**src/rtl/core/kwmpq_pkg.sv**
```systemverilog
// Shared types, codes and the ordering function of the k-way merge priority queue.
// Used by kwmpq_cell and kway_merge_max_priority_queue_core; depends on nothing.
package kwmpq_pkg;

   // Number of records the queue can hold.
   localparam int CAPACITY = 16;
   localparam int CNT_W    = $clog2(CAPACITY + 1);
   localparam int OCC_W    = 5;

   // Operation carried in req_tuser.
   typedef enum logic {
      OP_PUSH = 1'b0,
      OP_POP  = 1'b1
   } op_type;

   // Status carried in rsp_tuser.
   typedef enum logic [1:0] {
      ST_OK    = 2'd0,
      ST_EMPTY = 2'd1,
      ST_FULL  = 2'd2
   } status_type;

   // One record; the key sits in the lowest bits of the packed vector.
   typedef struct packed {
      logic [3:0]  stream;
      logic [30:0] position;
      logic [7:0]  chromosome;
      logic [30:0] row;
      logic [63:0] key;
   } record_type;

   localparam int REC_W = $bits(record_type);

   // Per-cycle command broadcast to every cell of the chain.
   typedef struct packed {
      logic push;
      logic pop;
   } ctrl_type;

   // True when record a must leave the queue before record b.
   // Equal keys go to the lower stream; fully equal records keep arrival order.
   function automatic logic rec_beats(input record_type a, input record_type b);
      rec_beats = (a.key > b.key) || ((a.key == b.key) && (a.stream < b.stream));
   endfunction

endpackage

```
**src/rtl/core/kwmpq_cell.sv**
```systemverilog
// One slot of the sorted shift-register chain of the priority queue.
// Depends on kwmpq_pkg for the record type, the command struct and rec_beats.
module kwmpq_cell import kwmpq_pkg::*; (
   input  logic       clock,
   input  ctrl_type   ctrl,
   input  record_type new_rec,
   input  record_type left_rec,
   input  logic       left_beaten,
   input  record_type right_rec,
   input  logic       valid,
   output record_type rec,
   output logic       beaten
);

   record_type rec_ff;
   record_type rec_in;

   // The incoming record belongs at or before this slot when the slot is empty
   // or the incoming record outranks the one held here.
   assign beaten = !valid || rec_beats(new_rec, rec_ff);
   assign rec    = rec_ff;

   // Insert shifts the tail right by one; removal shifts everything left.
   always_comb begin
      rec_in = rec_ff;
      if (ctrl.push && beaten) begin
         if (left_beaten) begin
            rec_in = left_rec;
         end else begin
            rec_in = new_rec;
         end
      end else if (ctrl.pop) begin
         rec_in = right_rec;
      end
   end

   always_ff @(posedge clock) begin
      rec_ff <= rec_in;
   end

endmodule

```
**config.mk**
```make
export PLATFORM = sky130hd
export DESIGN_NAME = kwmpq_cell
export DESIGN_NICKNAME = d
export VERILOG_FILES = /design/src/rtl/core/kwmpq_pkg.sv /design/src/rtl/core/kwmpq_cell.sv
export SDC_FILE = /design/constraint.sdc
export NUM_CORES = 1
export LEC_CHECK = 0
export ABC_CLOCK_PERIOD_IN_PS = 6660
export BUFFER_PORTS_ARGS = -buffer_cell sky130_fd_sc_hd__clkbuf_2
export CORE_AREA = 5 5 212 214
export DETAILED_ROUTE_END_ITERATION = 12
export DIE_AREA = 0 0 217 219
export PLACE_DENSITY_LB_ADDON = 0.3
export SYNTH_ARGS = -nofsm -noshare
export SYNTH_HDL_FRONTEND = slang
export SYNTH_SLANG_ARGS = --single-unit
```
**constraint.sdc**
```tcl
create_clock -name clock -period 6.66 [get_ports clock]
set_input_delay 0.999 -clock clock [delete_from_list [all_inputs] [get_ports clock]]
set_output_delay 0.999 -clock clock [all_outputs]
set_load 0.02 [all_outputs]
```
==> impl_metrics.prom <==
# TYPE chip_impl_metric gauge
chip_impl_metric{name="core_area",unit="sq um"} 42700
chip_impl_metric{name="die_height",unit="microns"} 219
chip_impl_metric{name="clk_pin_slew_worst_paths",unit="ns"} 0.07
chip_impl_metric{name="drt.antenna.violating_nets",unit=""} 0
chip_impl_metric{name="post_cts_resized",unit=""} 0
chip_impl_info{name="critical_path.startpoint_type",value="input port"} 1
chip_impl_metric{name="port_buffers",unit=""} 557
chip_impl_metric{name="dpl-instance-area",unit="sq um"} 12500
chip_impl_metric{name="num-nets-final",unit=""} 1726
chip_impl_metric{name="clock_network_fraction_of_total_power",unit="%"} 33.7
chip_impl_metric{name="synth_fp_nets",unit=""} 1175
chip_impl_metric{name="period_needed",unit="ns"} 4.74
chip_impl_metric{name="post-dp-hpwl",unit="mm"} 29.8
chip_impl_metric{name="sw_pwr",unit="uW"} 911
chip_impl_metric{name="fin_tns_setup",unit="ns"} 0
chip_impl_metric{name="area.growth.synth_to_final",unit="%"} 43.7
chip_impl_metric{name="die-width",unit="microns"} 217
chip_impl_metric{name="synth_seq_cells",unit=""} 138
chip_impl_metric{name="detailedRoute.firstIterationViolations",unit=""} 298
chip_impl_metric{name="largest_register_ffs",unit=""} 138
chip_impl_info{name="worst_setup_path_end_kind",value="output pin"} 1
chip_impl_metric{name="wl",unit="mm"} 35.8
chip_impl_metric{name="power_per_cell_area",unit="nW/um^2"} 226
chip_impl_metric{name="post-route-drc-count",unit=""} 0
chip_impl_info{name="synth_flop_cell",value="sky130_fd_sc_hd__edfxtp_1"} 1
chip_impl_metric{name="number_of_clock_sinks",unit=""} 138
chip_impl_metric{name="worst_slew_margin_rel",unit="%"} 40.6
chip_impl_metric{name="crit_path_max_incr_delay",unit="ns"} 0.81
chip_impl_metric{name="power.sequential.fraction",unit="%"} 38.3
chip_impl_metric{name="clock_tree.buffer_depth",unit=""} 2
chip_impl_info{name="cp_slowest_cell",value="sky130_fd_sc_hd__nor4_1"} 1
chip_impl_metric{name="mapped_area",unit="sq um"} 9150
chip_impl_metric{name="synth_cells",unit=""} 689
chip_impl_metric{name="initial_utilization",unit="%"} 21.4
chip_impl_metric{name="synth_enable_flop_cells",unit=""} 138
chip_impl_metric{name="synth_warnings",unit=""} 0
chip_impl_metric{name="max_cap_viol_count",unit=""} 0
chip_impl_metric{name="timing.reg2reg.worst_path_depth",unit=""} 10
chip_impl_metric{name="hold_depth",unit=""} 2
chip_impl_metric{name="tightest_slew",unit="ns"} 0.892
chip_impl_metric{name="critical_path_peak_fanout",unit=""} 4
chip_impl_metric{name="finClkSkew",unit="ns"} 0.0137
chip_impl_metric{name="place_inst",unit=""} 1767
chip_impl_info{name="status",value="finished clean"} 1
chip_impl_metric{name="final_max_slew_viol_count",unit=""} 0
chip_impl_info{name="tritoncts_clock_tree",value="built"} 1
chip_impl_metric{name="power_frac_comb",unit="%"} 28.1
chip_impl_metric{name="yosysSeqAreaShare",unit="%"} 45.3
chip_impl_metric{name="routed_wire_length_per_instance",unit="microns"} 19.9
chip_impl_metric{name="row_count",unit=""} 76
chip_impl_info{name="worst-setup-path-type",value="input port to output pin"} 1
chip_impl_metric{name="grt_start_max_net_pins",unit=""} 139
chip_impl_metric{name="number_of_distinct_library_cells_after_synthesis",unit=""} 34
chip_impl_metric{name="grt_pass1_vias",unit=""} 8099
chip_impl_metric{name="final_area",unit="sq um"} 13100
chip_impl_metric{name="post-cts-setup-buffer-count",unit=""} 0
chip_impl_info{name="critical_path.cell_chain",value="clkbuf_2 > ha_1 > nand4_1 > nor4_2 > nand4_1 > nor4_1 > nor2_1 > clkbuf_2"} 1
chip_impl_metric{name="dr_total_vias",unit=""} 7709
chip_impl_metric{name="setup_ws",unit="ns"} 1.92
chip_impl_metric{name="hold-worst-slack",unit="ns"} 0.863
chip_impl_metric{name="grtUsageTotal",unit="%"} 14.5
chip_impl_metric{name="grt_first_pass_wirelength",unit="mm"} 51.1
chip_impl_metric{name="drt-vias-per-instance",unit=""} 4.28
chip_impl_info{name="rsz0062_at_grt",value="no"} 1
chip_impl_metric{name="insertion_delay",unit="ns"} 0.44
chip_impl_metric{name="report.final.hold_viol_count",unit=""} 0
chip_impl_metric{name="cell_internal_pwr",unit="uW"} 2060
chip_impl_metric{name="overflow",unit=""} 0
chip_impl_metric{name="peak_supply_drop",unit="mV"} 0.127
chip_impl_metric{name="antenna_found_initial",unit=""} 10
chip_impl_metric{name="io_pins",unit=""} 558
chip_impl_metric{name="ratio_of_cells_with_drive_above_1_in_the_final_layout",unit="%"} 69.4
chip_impl_info{name="hp-class",value="input port to flop"} 1
chip_impl_info{name="clock-root-buffer",value="sky130_fd_sc_hd__clkbuf_16"} 1
chip_impl_metric{name="cts_hold_buffers",unit=""} 0
chip_impl_metric{name="place_congestion",unit=""} 0.826
chip_impl_metric{name="critical_path_required",unit="ns"} 5.66
chip_impl_metric{name="timing.final.setup_violations",unit=""} 0
chip_impl_metric{name="final.period_utilization",unit="%"} 71.2
chip_impl_metric{name="design.die.area",unit="sq um"} 47500
chip_impl_metric{name="htree_levels",unit=""} 4
chip_impl_metric{name="final-instance-count-excl-fill",unit=""} 1803
chip_impl_metric{name="maxClockFrequency",unit="MHz"} 211
chip_impl_metric{name="asyncSetResetFlopFracSynth",unit="%"} 0
chip_impl_metric{name="swShare",unit="%"} 30.6
chip_impl_metric{name="numCtsBuffers",unit=""} 17
chip_impl_metric{name="timing.critical_path.arrival",unit="ns"} 3.74
chip_impl_metric{name="syn_avg_cell_area",unit="sq um"} 13.3
chip_impl_metric{name="total_leakage_power",unit="uW"} 0.00618
chip_impl_metric{name="place_worst_setup_slack",unit="ns"} 1.62
chip_impl_metric{name="first_pass_iters",unit=""} 4
## worst max-delay path, delay by kind of cell
kind                       cells  cell delay, ns
adders and majority gates      1            0.31
buffers and inverters          2            0.37
and+or+nand+nor                5            2.06
## cells by family (layout without fill, tap and decap cells)
logic type,Yosys count,count (layout),share of synthesized area [%]
buf+inv,100,663,4.61
mux,275,275,33.9
simple gates,61,61,3.78
fa+ha+maj,67,67,9.17
flops,138,138,45.3
compound gates,48,48,3.27
other cells,0,5,0
## path summary, 6_finish.rpt
kind / end / start / slack (ns)
worst min-delay path: rec[86]$_DFFE_PP_ / right_rec[86] / 0.86
worst min register to register: rec[62]$_DFFE_PP_ / rec[1]$_DFFE_PP_ / 1.81
worst max-delay path: beaten / new_rec[61] / 1.92
worst max register to register: rec[78]$_DFFE_PP_ / rec[38]$_DFFE_PP_ / 2.47
## stage by stage
step | power [uW] | util (%)
global route | 3150 | 30.8
finish | 2980 | 30.8
CTS | 3040 | 30.8
detailed placement | 2000 | 29.4
floorplan | 1650 | -
global placement | 2000 | 29.4
## power groups by stage
stage               Clock [uW]  Combinational [uW]  Sequential [uW]
CTS                       1050                 851             1140
floorplan                    0                 360             1290
global placement             0                 842             1150
finish                    1000                 835             1140
detailed placement           0                 846             1160
global route              1080                 914             1150
## cell usage in the layout, fill, tap and decap left out, drive strengths merged, types with 4 or more instances in the layout
master | Yosys | routed
clkbuf | 14 | 574
diode | 0 | 5
nand4 | 14 | 14
clkinv | 0 | 4
a21o | 6 | 6
nor3 | 4 | 4
mux2 | 275 | 275
o21ai | 6 | 6
nor4 | 5 | 5
and4 | 4 | 4
nand2 | 15 | 15
inv | 70 | 74
a221oi | 4 | 4
buf | 16 | 6
nand3 | 8 | 8
a21oi | 23 | 23
ha | 67 | 67
edfxtp | 138 | 138
## cells in the mapped netlist, types with 6 or more instances
library cell	number	share of area, %
sky130_fd_sc_hd__nand4_1	14	0.96
sky130_fd_sc_hd__a21o_1	6	0.49
sky130_fd_sc_hd__nand3_1	8	0.44
sky130_fd_sc_hd__edfxtp_1	138	45
sky130_fd_sc_hd__clkbuf_1	14	0.57
sky130_fd_sc_hd__inv_1	70	2.9
sky130_fd_sc_hd__nand2_1	15	0.62
sky130_fd_sc_hd__o21ai_0	6	0.33
sky130_fd_sc_hd__buf_4	11	0.90
sky130_fd_sc_hd__mux2_2	275	34
sky130_fd_sc_hd__a21oi_1	23	1.3
sky130_fd_sc_hd__ha_1	67	9.2
## layer usage
metal  GRT usage, %  up-vias  share of wire, %
li1               -     3724                 -
met1           16.3     3603                39
met2           26.0      349                52
met3           5.10       31               7.5
met4           3.96        2               1.6
met5              0        -             0.056
## cell type report
cell class / count / area, sq um
clock inverter: 13 / 166
timing repair buffer: 562 / 2860
clock buffer: 18 / 429
sequential: 138 / 4140
antenna: 5 / 12.5
multi-input combinational: 451 / 4590
tap: 546 / 683
fill: 4440 / 29600
inverter: 70 / 263
No activity file was read; power rests on OpenSTA's default activity.
